--- src/hdl/dmd_pkg.sv ---
// Package for the device message deframer: beat structs, codes and size constants.
// No dependencies; imported by device_message_deframer.
package dmd_pkg;

   localparam int MAX_PAYLOAD = 32;
   localparam int STORE_DEPTH = 32;
   localparam int IDX_W       = $clog2(STORE_DEPTH);

   localparam logic [15:0] SYNC_PAUSE_RESET = 16'd100;
   localparam logic [7:0]  TYPE_MASK        = 8'hC7;
   localparam logic [7:0]  INFO_TYPE_MASK   = 8'hC0;
   localparam logic [7:0]  CHECK_GOOD       = 8'hFF;

   // header kinds (top two bits)
   localparam logic [1:0] KIND_SYSTEM  = 2'd0;
   localparam logic [1:0] KIND_COMMAND = 2'd1;
   localparam logic [1:0] KIND_INFO    = 2'd2;

   // system message codes (low three bits)
   localparam logic [2:0] SYS_ACK = 3'd4;
   localparam logic [2:0] SYS_PRG = 3'd5;

   // input beat kinds
   localparam logic [1:0] REQ_BYTE      = 2'd0;
   localparam logic [1:0] REQ_FRAME_ERR = 2'd1;
   localparam logic [1:0] REQ_TICK      = 2'd2;
   localparam logic [1:0] REQ_RESTART   = 2'd3;

   // result status codes
   localparam logic [1:0] STATUS_GOOD     = 2'd0;
   localparam logic [1:0] STATUS_CSUM_ERR = 2'd1;
   localparam logic [1:0] STATUS_OVERLONG = 2'd2;

   typedef enum logic [1:0] {
      PH_NOSYNC,
      PH_HEADER,
      PH_CMD,
      PH_PAYLOAD
   } parse_phase_type;

   typedef enum logic [2:0] {
      SEQ_IDLE,
      SEQ_EXEC,
      SEQ_CSUM,
      SEQ_ONE,
      SEQ_READ,
      SEQ_EMIT
   } seq_state_type;

   typedef struct packed {
      logic [1:0] req_type;
      logic [7:0] rx_byte;
   } req_payload_type;

   typedef struct packed {
      logic [1:0]       status;
      logic [7:0]       msg_type;
      logic [3:0]       msg_mode;
      logic [7:0]       msg_cmd;
      logic [7:0]       payload_len;
      logic [IDX_W-1:0] byte_index;
      logic [7:0]       payload_byte;
      logic             last;
      logic [15:0]      framing_errors;
      logic [15:0]      checksum_errors;
   } rsp_payload_type;

endpackage

--- src/hdl/device_message_deframer.sv ---
// Device message deframer top level: header/command/payload parser, payload store,
// one shared saturating incrementer under a small sequencer. Depends on dmd_pkg.
//
// Each input beat is accepted in idle, then executed. A beat that ends a message loads
// its first result into the output register from the one-result state (ACK, overlong),
// after a count step (checksum error) or after a store read (good message). A good message
// drains as store read, then load, for each result, bound by the single store read port.
// No input beat is taken until the last one is executed and its results are loaded.
// Reset: synchronous, active high; clears parser state, counters and output valid and
// loads sync_pause_ticks with 100. The payload store is not cleared.
module device_message_deframer
   import dmd_pkg::*;
(
   input  logic            clock,
   input  logic            reset,
   input  logic            req_valid,
   output logic            req_ready,
   input  req_payload_type req_payload,
   output logic            rsp_valid,
   input  logic            rsp_ready,
   output rsp_payload_type rsp_payload,
   input  logic            csr_wr_en,
   input  logic [15:0]     csr_wr_data
);

   // sequencer and parser state
   seq_state_type   seq_ff, seq_in;
   parse_phase_type phase_ff, phase_in;
   logic [7:0]      pos_ff, pos_in;
   logic [7:0]      type_ff, type_in;
   logic [3:0]      mode_ff, mode_in;
   logic [7:0]      cmd_ff, cmd_in;
   logic [7:0]      len_ff, len_in;
   logic [7:0]      chk_ff, chk_in;
   logic [15:0]     idle_ff, idle_in;
   logic [15:0]     frm_cnt_ff, frm_cnt_in;
   logic [15:0]     csum_cnt_ff, csum_cnt_in;
   logic [15:0]     pause_ff, pause_in;

   // payload registers (no reset)
   req_payload_type req_hold_ff;
   logic [1:0]      status_ff, status_in;
   logic [IDX_W-1:0] idx_ff, idx_in;
   logic [7:0]      rd_data_ff;

   // output register
   logic            rsp_valid_ff, rsp_valid_in;
   rsp_payload_type rsp_payload_ff, rsp_payload_in;

   // payload store
   logic [7:0]      store_mem [STORE_DEPTH];
   logic            mem_we;

   // shared saturating incrementer
   logic [15:0]     inc_op;
   logic [15:0]     inc_res;

   // decode of the held beat
   logic       req_accept;
   logic       is_byte;
   logic [7:0] rx_b;
   logic [1:0] kind;
   logic [2:0] f1;
   logic [2:0] f2;
   logic [7:0] hdr_len;
   logic [7:0] chk_x;
   logic       do_header;
   logic       exec_ack;
   logic       exec_complete;
   logic       chk_bad;
   logic       too_long;
   logic       slot_free;
   logic       rsp_load;

   assign req_accept = req_valid && req_ready;
   assign is_byte    = (req_hold_ff.req_type == REQ_BYTE);
   assign rx_b       = req_hold_ff.rx_byte;
   assign kind       = rx_b[7:6];
   assign f1         = rx_b[5:3];
   assign f2         = rx_b[2:0];
   assign hdr_len    = 8'd1 << f1;
   assign chk_x      = chk_ff ^ rx_b;
   // a byte is a header in the header phase, or in nosync once the line was quiet long enough
   assign do_header  = is_byte && ((phase_ff == PH_HEADER) ||
                       ((phase_ff == PH_NOSYNC) && (idle_ff >= pause_ff)));
   assign exec_ack   = do_header && (kind == KIND_SYSTEM) && (f2 == SYS_ACK);
   // checksum byte: arrives once all declared payload bytes are in
   assign exec_complete = is_byte && (phase_ff == PH_PAYLOAD) && !(pos_ff < len_ff);
   assign chk_bad    = (chk_x != CHECK_GOOD);
   assign too_long   = (len_ff > 8'(MAX_PAYLOAD));
   assign slot_free  = !rsp_valid_ff || rsp_ready;

   // operand select for the shared unit; exec picks its count by beat kind, CSUM and EMIT own one each
   always_comb begin
      inc_op = '0;
      unique case (seq_ff)
         SEQ_EXEC: begin
            case (req_hold_ff.req_type)
               REQ_TICK:      inc_op = idle_ff;
               REQ_FRAME_ERR: inc_op = frm_cnt_ff;
               default:       inc_op = {8'd0, pos_ff};
            endcase
         end
         SEQ_CSUM: inc_op = csum_cnt_ff;
         SEQ_EMIT: inc_op = {{(16-IDX_W){1'b0}}, idx_ff};
         default:  inc_op = '0;
      endcase
   end

   assign inc_res = (inc_op == 16'hFFFF) ? inc_op : inc_op + 16'd1;

   // sequencer next state
   always_comb begin
      seq_in = seq_ff;
      unique case (seq_ff)
         SEQ_IDLE: begin
            if (req_valid) seq_in = SEQ_EXEC;
         end
         SEQ_EXEC: begin
            if (exec_ack) begin
               seq_in = SEQ_ONE;
            end else if (exec_complete) begin
               if (chk_bad)       seq_in = SEQ_CSUM;
               else if (too_long) seq_in = SEQ_ONE;
               else               seq_in = SEQ_READ;
            end else begin
               seq_in = SEQ_IDLE;
            end
         end
         SEQ_CSUM: seq_in = SEQ_ONE;
         SEQ_ONE: begin
            if (slot_free) seq_in = SEQ_IDLE;
         end
         SEQ_READ: seq_in = SEQ_EMIT;
         SEQ_EMIT: begin
            if (slot_free) begin
               seq_in = (inc_res[7:0] == len_ff) ? SEQ_IDLE : SEQ_READ;
            end
         end
         default: seq_in = SEQ_IDLE;
      endcase
   end

   // sequencer outputs and datapath next values
   always_comb begin
      req_ready      = (seq_ff == SEQ_IDLE);
      phase_in       = phase_ff;
      pos_in         = pos_ff;
      type_in        = type_ff;
      mode_in        = mode_ff;
      cmd_in         = cmd_ff;
      len_in         = len_ff;
      chk_in         = chk_ff;
      idle_in        = idle_ff;
      frm_cnt_in     = frm_cnt_ff;
      csum_cnt_in    = csum_cnt_ff;
      status_in      = status_ff;
      idx_in         = idx_ff;
      mem_we         = 1'b0;
      rsp_load       = 1'b0;
      rsp_payload_in = rsp_payload_ff;
      pause_in       = csr_wr_en ? csr_wr_data : pause_ff;

      unique case (seq_ff)
         SEQ_EXEC: begin
            case (req_hold_ff.req_type)
               REQ_FRAME_ERR: begin
                  frm_cnt_in = inc_res;
                  phase_in   = PH_HEADER;
               end
               REQ_TICK: idle_in = inc_res;
               REQ_RESTART: begin
                  phase_in    = PH_NOSYNC;
                  idle_in     = '0;
                  frm_cnt_in  = '0;
                  csum_cnt_in = '0;
               end
               default: begin
                  idle_in = '0;
                  chk_in  = chk_x;
                  if (do_header) begin
                     chk_in   = rx_b;
                     type_in  = rx_b & TYPE_MASK;
                     cmd_in   = '0;
                     mode_in  = '0;
                     len_in   = '0;
                     pos_in   = '0;
                     phase_in = PH_HEADER;
                     case (kind)
                        KIND_SYSTEM: begin
                           if (f2 == SYS_ACK) begin
                              chk_in    = CHECK_GOOD;
                              status_in = STATUS_GOOD;
                           end else if (f2 == SYS_PRG) begin
                              len_in   = hdr_len;
                              phase_in = PH_CMD;
                           end
                        end
                        KIND_COMMAND: begin
                           len_in   = hdr_len;
                           phase_in = PH_PAYLOAD;
                        end
                        default: begin
                           mode_in  = {1'b0, f2};
                           type_in  = rx_b & INFO_TYPE_MASK;
                           len_in   = hdr_len;
                           phase_in = (kind == KIND_INFO) ? PH_CMD : PH_PAYLOAD;
                        end
                     endcase
                  end else if (phase_ff == PH_CMD) begin
                     cmd_in   = rx_b;
                     mode_in  = mode_ff | {rx_b[5], 3'b000};
                     phase_in = PH_PAYLOAD;
                  end else if (phase_ff == PH_PAYLOAD) begin
                     if (pos_ff < len_ff) begin
                        mem_we = (pos_ff < 8'(MAX_PAYLOAD));
                        pos_in = inc_res[7:0];
                     end else begin
                        phase_in = PH_HEADER;
                        idx_in   = '0;
                        if (chk_bad)       status_in = STATUS_CSUM_ERR;
                        else if (too_long) status_in = STATUS_OVERLONG;
                        else               status_in = STATUS_GOOD;
                     end
                  end
               end
            endcase
         end
         SEQ_CSUM: csum_cnt_in = inc_res;
         SEQ_ONE: begin
            // single-beat result: ACK, checksum error or overlong
            rsp_load                       = slot_free;
            rsp_payload_in.status          = status_ff;
            rsp_payload_in.msg_type        = type_ff;
            rsp_payload_in.msg_mode        = mode_ff;
            rsp_payload_in.msg_cmd         = cmd_ff;
            rsp_payload_in.payload_len     = len_ff;
            rsp_payload_in.byte_index      = '0;
            rsp_payload_in.payload_byte    = '0;
            rsp_payload_in.last            = 1'b1;
            rsp_payload_in.framing_errors  = frm_cnt_ff;
            rsp_payload_in.checksum_errors = csum_cnt_ff;
         end
         SEQ_EMIT: begin
            rsp_load                       = slot_free;
            rsp_payload_in.status          = STATUS_GOOD;
            rsp_payload_in.msg_type        = type_ff;
            rsp_payload_in.msg_mode        = mode_ff;
            rsp_payload_in.msg_cmd         = cmd_ff;
            rsp_payload_in.payload_len     = len_ff;
            rsp_payload_in.byte_index      = idx_ff;
            rsp_payload_in.payload_byte    = rd_data_ff;
            rsp_payload_in.last            = (inc_res[7:0] == len_ff);
            rsp_payload_in.framing_errors  = frm_cnt_ff;
            rsp_payload_in.checksum_errors = csum_cnt_ff;
            if (slot_free) idx_in = inc_res[IDX_W-1:0];
         end
         default: begin
         end
      endcase

      rsp_valid_in = rsp_load || (rsp_valid_ff && !rsp_ready);
   end

   // control registers
   always_ff @(posedge clock) begin
      if (reset) begin
         seq_ff       <= SEQ_IDLE;
         phase_ff     <= PH_NOSYNC;
         pos_ff       <= '0;
         type_ff      <= '0;
         mode_ff      <= '0;
         cmd_ff       <= '0;
         len_ff       <= '0;
         chk_ff       <= '0;
         idle_ff      <= '0;
         frm_cnt_ff   <= '0;
         csum_cnt_ff  <= '0;
         pause_ff     <= SYNC_PAUSE_RESET;
         rsp_valid_ff <= 1'b0;
      end else begin
         seq_ff       <= seq_in;
         phase_ff     <= phase_in;
         pos_ff       <= pos_in;
         type_ff      <= type_in;
         mode_ff      <= mode_in;
         cmd_ff       <= cmd_in;
         len_ff       <= len_in;
         chk_ff       <= chk_in;
         idle_ff      <= idle_in;
         frm_cnt_ff   <= frm_cnt_in;
         csum_cnt_ff  <= csum_cnt_in;
         pause_ff     <= pause_in;
         rsp_valid_ff <= rsp_valid_in;
      end
   end

   // payload registers
   always_ff @(posedge clock) begin
      if (req_accept) req_hold_ff <= req_payload;
      if (rsp_load)   rsp_payload_ff <= rsp_payload_in;
      status_ff <= status_in;
      idx_ff    <= idx_in;
   end

   // payload store: one write port, one registered read port
   always_ff @(posedge clock) begin
      if (mem_we) store_mem[pos_ff[IDX_W-1:0]] <= rx_b;
      rd_data_ff <= store_mem[idx_ff];
   end

   assign rsp_valid   = rsp_valid_ff;
   assign rsp_payload = rsp_payload_ff;

   // a pending result is never overwritten
   a_no_overwrite: assert property (@(posedge clock) disable iff (reset)
      rsp_load |-> (!rsp_valid_ff || rsp_ready))
      else $error("result register overwritten while beat pending");

   // a good message drains only with a length the store can hold
   a_drain_len: assert property (@(posedge clock) disable iff (reset)
      (seq_ff == SEQ_EMIT) |-> (len_ff != 8'd0 && len_ff <= 8'(MAX_PAYLOAD)))
      else $error("drain with bad payload length");

   // checksum count moves only in the count step or on restart
   a_csum_cnt: assert property (@(posedge clock) disable iff (reset)
      (!$past(reset) && csum_cnt_ff != $past(csum_cnt_ff))
         |-> ($past(seq_ff) == SEQ_CSUM || $past(seq_ff) == SEQ_EXEC))
      else $error("checksum count changed outside its step");

endmodule

--- config.mk ---
export PLATFORM = sky130hd
export DESIGN_NAME = device_message_deframer
export DESIGN_NICKNAME = d
export VERILOG_FILES = /design/src/hdl/dmd_pkg.sv /design/src/hdl/device_message_deframer.sv
export SDC_FILE = /design/constraint.sdc
export NUM_CORES = 1
export LEC_CHECK = 0
export ABC_AREA = 1
export BUFFER_PORTS_ARGS = -buffer_cell sky130_fd_sc_hd__buf_4
export CORE_AREA = 2 2 184 186
export DETAILED_ROUTE_END_ITERATION = 6
export DIE_AREA = 0 0 186 188
export PLACE_DENSITY = 0.78
export SLEW_MARGIN = 10
export SYNTH_ARGS = -nofsm -noshare
export SYNTH_HDL_FRONTEND = slang
export SYNTH_SLANG_ARGS = --single-unit
--- constraint.sdc ---
create_clock -name clock -period 7.5 [get_ports clock]
set_clock_uncertainty 0.1 [all_clocks]
set_input_delay 1.5 -clock clock [delete_from_list [all_inputs] [get_ports clock]]
set_output_delay 1.5 -clock clock [all_outputs]
set_load 0.005 [all_outputs]
## Yosys cells after proc, flatten, opt, wreduce, memory -nomap -nowiden

Memories as Yosys holds them, arrays and structs flattened. A register that Yosys moved wholly into a read port is not among the register bits.
Index checks and enable logic that the tools add are counted.

- Register bits after elaboration: 207
- Bits in latches: 0
- Bits in writable memories: 256
- Memory bits (read-only): 0
- Bits of input ports: 31
- Word-level logic and storage cells: 178
- Memories kept: 1

- Add/sub/neg operators: 1
- $mul: 0
- Divide/modulo/power cells: 0
- Magnitude comparators: 4
- Equality and inequality tests: 32
- Shift-type cells: 1
- Mux-type cells: 66
- Bitwise gates (word level): 5
- Reduce and logical (&&, ||, !) cells: 41

Memory list:

| name | depth | bits a word | rd ports | clocked after memory_dff | write ports | line | RTL |
|---|---|---|---|---|---|---|---|
| store_mem | 32 | 8 | 1 | 1 | 1 | device_message_deframer.sv:51 | `logic [7:0] store_mem [STORE_DEPTH];` |

Operators by type and width:

| cell | number |
|---|---|
| $pmux W76 S2 | 1 |
| $pmux W16 S2 | 4 |
| $mux W8 | 12 |
| $pmux W16 S3 | 1 |
| $mux W16 | 2 |
| $mux W3 | 10 |
| $mux W5 | 6 |
| $mux W2 | 14 |
| $ne A2 B2 Y1 const B | 11 |
| $pmux W3 S6 | 1 |
| $add A16 B1 Y16 const B | 1 |
| $eq A16 B16 Y1 const B | 1 |
| $ge A16 B16 Y1 | 1 |
| $reduce_and A7 Y1 | 2 |
| $reduce_bool A2 Y1 | 7 |
| $eq A3 B3 Y1 const B | 4 |
| $eq A2 B2 Y1 const B | 5 |
| $mux W1 | 10 |
| $pmux W5 S2 | 1 |
| $reduce_and A2 Y1 | 5 |
| $reduce_and A3 Y1 | 3 |
| $eq A8 B8 Y1 | 1 |
| $gt A8 B6 Y1 const B | 1 |
| $logic_and A1 B1 Y1 | 8 |
| 24 further kinds | 38 |

## Depth between registers and ports, before layout

- Depth after elaboration: 9
- Mapped depth: 24
- Depth with buffers taken out: 22

## Least setup slack after synthesis

OpenSTA, ideal clock, no wires.

- Path type: input -> register
- Start point: in rsp_ready
- End point: reg rsp_payload_ff (netlist bit rsp_payload[0]), enable pin
- Library setup time: 505 ps
- Arrival time: 4623 ps
- Data required time: 6895 ps
- Slack: 2272 ps
- Stages: 2
- Path through: nor2_1 -> nor2_1

- Word-level cells in the longest chain between the ends: 3

Ends and longest elaborated chain:

| item | line | RTL |
|---|---|---|
| start: declaration | device_message_deframer.sv:20 | `input logic rsp_ready,` |
| $logic_or A1 B1 Y1 | device_message_deframer.sv:91 | `assign slot_free = !rsp_valid_ff \|\| rsp_ready;` |
| $mux W1 | device_message_deframer.sv:164 | `unique case (seq_ff)` |
| $reduce_and A2 Y1 (no line) | -- |  |
| end signal: assignment | device_message_deframer.sv:301 | `if (rsp_load) rsp_payload_ff <= rsp_payload_in;` |
| end: declaration | device_message_deframer.sv:48 | `rsp_payload_type rsp_payload_ff, rsp_payload_in;` |

No other way between the ends.
A chain may end at the register's enable or synchronous reset.

## Worst setup path in the final report

- Start point: reg seq_ff[0]
- End point: mem store_mem[7][5], enable pin

- Word-level cells in the longest chain between the ends: 4

Ends and longest elaborated chain:

| item | line | RTL |
|---|---|---|
| start: declaration | device_message_deframer.sv:27 | `seq_state_type seq_ff, seq_in;` |
| start signal: assignment | device_message_deframer.sv:282 | `seq_ff <= seq_in;` |
| $eq A3 B1 Y1 | device_message_deframer.sv:164 |  |
| $mux W1 | device_message_deframer.sv:164 |  |
| $mux W1 | device_message_deframer.sv:308 | `if (mem_we) store_mem[pos_ff[IDX_W-1:0]] <= rx_b;` |
| $mux W1 (not written as such) | device_message_deframer.sv:308 |  |
| end: declaration | device_message_deframer.sv:51 |  |

No other way between the ends.

==> results.toml <==
[final_layout]
drive_above_1_share = 0.126
area_delta_synth_final_pct = 13.0
nets = 1960
antenna_cells = 0
fin_util = 0.664

[cts]
clk_latency_ps = 570
numCtsBuffers = 46
cts_setup_buffers = 0
cts_tree = "built"
clkSinkCount = 465
cts-resized-gates = 0
htree_levels = 2
clk_path_buf_depth = 3
ctsHoldBuffers = 0
root_buffer = "clkbuf_16"
clk_transition_reported_paths_ps = 60

[synth]
syn_area_um2 = 19500
synth_cell_types = 47
ys_seq_elements = 465
muxShareOfSynthArea = 0
yosysWarnings = 0
ys.flop_type = "edfxtp_1"
synth_edf_count = 346
synth_cells = 1824
synth_compound_area_frac = 0.117
yosysTopAreaCell = "edfxtp_1"
syn_area_per_cell_um2 = 10.7
synthXorXnorAreaFrac = 0.00849
synth_top_cell_area_share = 0.534
synthTopCellsByArea = "edfxtp_1 53%, dfxtp_1 12%, nand2_1 5.7%"
async_flop_share = 0
synth_top_family_by_area = "simple AND/OR/NAND/NOR gates"
synthSimpleGateAreaFrac = 0.153
synth_fa_ha_area_frac = 0.0180
ys_seq_area_frac = 0.656

[detailed_routing]
drc_errors = 0
num_vias = 14405
drt-total-wl_um = 50800
drt-initial-drc-count = 1645
wl_per_cell_um = 21.3
via_per_inst = 6.04
drt_first_pass_iters = 6
ant_nets = 0

[sta]
slew_headroom = 0.243
final-setup-viol-count = 0
fin_tns_setup_ps = 0
worstMarginPinSlew_ps = 1130
fmax_mhz = 223
slew_violations = 0
min_period_ps = 4490
hold_violations = 0
fin_crit_sh = 0.599
rsz0062_at_grt = "false"

[floorplanning]
row_count = 67
top_level_ports = 109
initial_utilization = 0.588
fp.coreArea_um2 = 33100
die_w_um = 186
die-area_um2 = 35000
fp.dieH_um = 188

[grt]
grt_use_total = 0.291
grt_pass1_wl_um = 76700
overflow = 0
grt_max_degree = 83
antenna_found_initial = 0
grt_pass1_vias = 13932

[placed_design]
placement.io_buffers = 105
gp_congestion = 0.955
place_hpwl_um = 33100

[critical_path]
worstSetupPathType = "reg -> reg"
ff2ff_path_depth = 10
path_buf_inv = 3
critPathTopFamily = "simple AND/OR/NAND/NOR gates"
path_cells = "inv_2, nor2_4, nand2_2, nor2_4, inv_2, nor3_4, nand4_2, inv_1, nand3_2, nor2_1"
worstPathMaxFanout = 17
worstReg2RegStart = "seq_ff[0]"
cp.arrival_ps = 4580
regToRegEndpoint = "store_mem[7][5]"
required_ps = 7590
slowest_delay_ps = 660
cp-end-kind = "flop"
cp_slowest_cell = "nor2_1"
r2r_slack_ps = 3010
critPathLaunchType = "flop"

[hold_path]
min-delay-start = "mode_ff[1]"
hold_path.class = "reg -> reg"
min_path_cells = 0
holdPathEnd = "rsp_payload[63]"

[power_and_ir_drop]
ir_worst_vdd_uv = 164
p_leak_nw = 7.85
p_per_area_nw_per_um2 = 237
fin_total_pwr_mw = 5.20

[outcome]
status = "complete, no violations"

[run]
drv_cap = 0
## metrics by stage
step / setup WS [ps] / instances / hold slack [ps] / cell area, um^2
detailed placement: 3110 / 2301 / 312 / 20500
global placement: 3250 / 2301 / 317 / 20500
finish: 3010 / 2385 / 328 / 22000
global route: 2780 / 2385 / 341 / 22000
floorplan: 2270 / 1826 / 303 / 19500
CTS: 3120 / 2385 / 326 / 22000
## where the power goes
| group | internal (mW) | switching (mW) |
|---|---|---|
| clock | 1.27 | 0.960 |
| sequential | 2.77 | 0.00833 |
| combinational | 0.0489 | 0.144 |
| total | 4.09 | 1.11 |
## routing by layer
layer,vias up,global-route usage,wire [um]
met5,-,0,0
met4,0,0.156,3050
met3,220,0.0511,4440
met2,859,0.488,24600
met1,6776,0.358,18700
li1,6550,-,-
## area by class of cell
class,instances,area (um^2)
flip-flops and latches,465,12800
multi-input cells,1133,5770
repair buffers,123,923
clock inverters,25,184
well taps,448,561
clock buffers,59,1270
fillers,2499,11100
inverters,132,498
## placed cells by master, fill, tap and decap left out, types with 6 or more instances in the layout
cell,n
a21oi_1,119
a31oi_1,9
a32oi_1,7
buf_4,123
clkbuf_1,8
clkbuf_16,48
clkinv_1,11
clkinv_2,11
dfxtp_1,119
edfxtp_1,346
ha_1,28
inv_1,118
inv_2,9
nand2_1,298
nand2_2,10
nand2_4,6
nand3_1,79
nand3_2,6
nand4_1,18
nor2_1,231
nor2_2,8
nor3_1,21
o211ai_1,6
o21ai_0,177
o221ai_1,46
o22ai_1,19
xnor2_1,9
xor2_1,8
## worst max-delay path by stage
stage / endpoint / cells past startpoint / start
finish: store_mem[7][5] / 10 / seq_ff[0]
global route: store_mem[7][5] / 10 / seq_ff[0]
CTS: store_mem[7][5] / 10 / seq_ff[0]
detailed placement: store_mem[7][7] / 10 / seq_ff[0]
global placement: store_mem[7][0] / 10 / seq_ff[0]
floorplan: rsp_payload[0] / 2 / rsp_ready
## cell usage after synthesis, types with 2 or more instances
| cell type | instances |
|---|---|
| a31oi_1 | 9 |
| nand3_1 | 79 |
| buf_2 | 4 |
| clkbuf_1 | 79 |
| clkinv_1 | 4 |
| buf_6 | 6 |
| o21ai_0 | 177 |
| o221ai_1 | 46 |
| nor3_1 | 21 |
| dfxtp_1 | 119 |
| a32oi_1 | 7 |
| nand2_4 | 6 |
| o211ai_1 | 6 |
| o21a_1 | 2 |
| nand3_2 | 6 |
| nor2_8 | 2 |
| nand4_1 | 18 |
| nor2_2 | 8 |
| inv_2 | 8 |
| xnor2_1 | 9 |
| a21oi_1 | 119 |
| a211oi_1 | 2 |
| ha_1 | 28 |
| inv_1 | 119 |
| o21bai_1 | 2 |
| edfxtp_1 | 346 |
| nor2_4 | 3 |
| o22ai_1 | 19 |
| xor2_1 | 8 |
| o21ai_1 | 2 |
| buf_4 | 6 |
| nand2_1 | 298 |
| nand2_2 | 10 |
| nor2_1 | 232 |
| nor3_4 | 2 |
## logic make-up (layout without fill, tap and decap cells)
family          after synthesis  count (layout)
xor+xnor                     18              18
fa+ha+maj                    28              28
other cells                   1               3
simple gates                687             687
flops                       465             465
buf+inv                     228             339
compound gates              397             397
## state kept, by name, indices dropped and copies added (netlist names), 16 cells and up
| register | flops |
|---|---|
| pause_ff | 16 |
| idle_ff | 16 |
| store_mem | 256 |
| rsp_payload | 73 |
| csum_cnt_ff | 16 |
| frm_cnt_ff | 16 |
No activity file was read; power rests on OpenSTA's default activity.
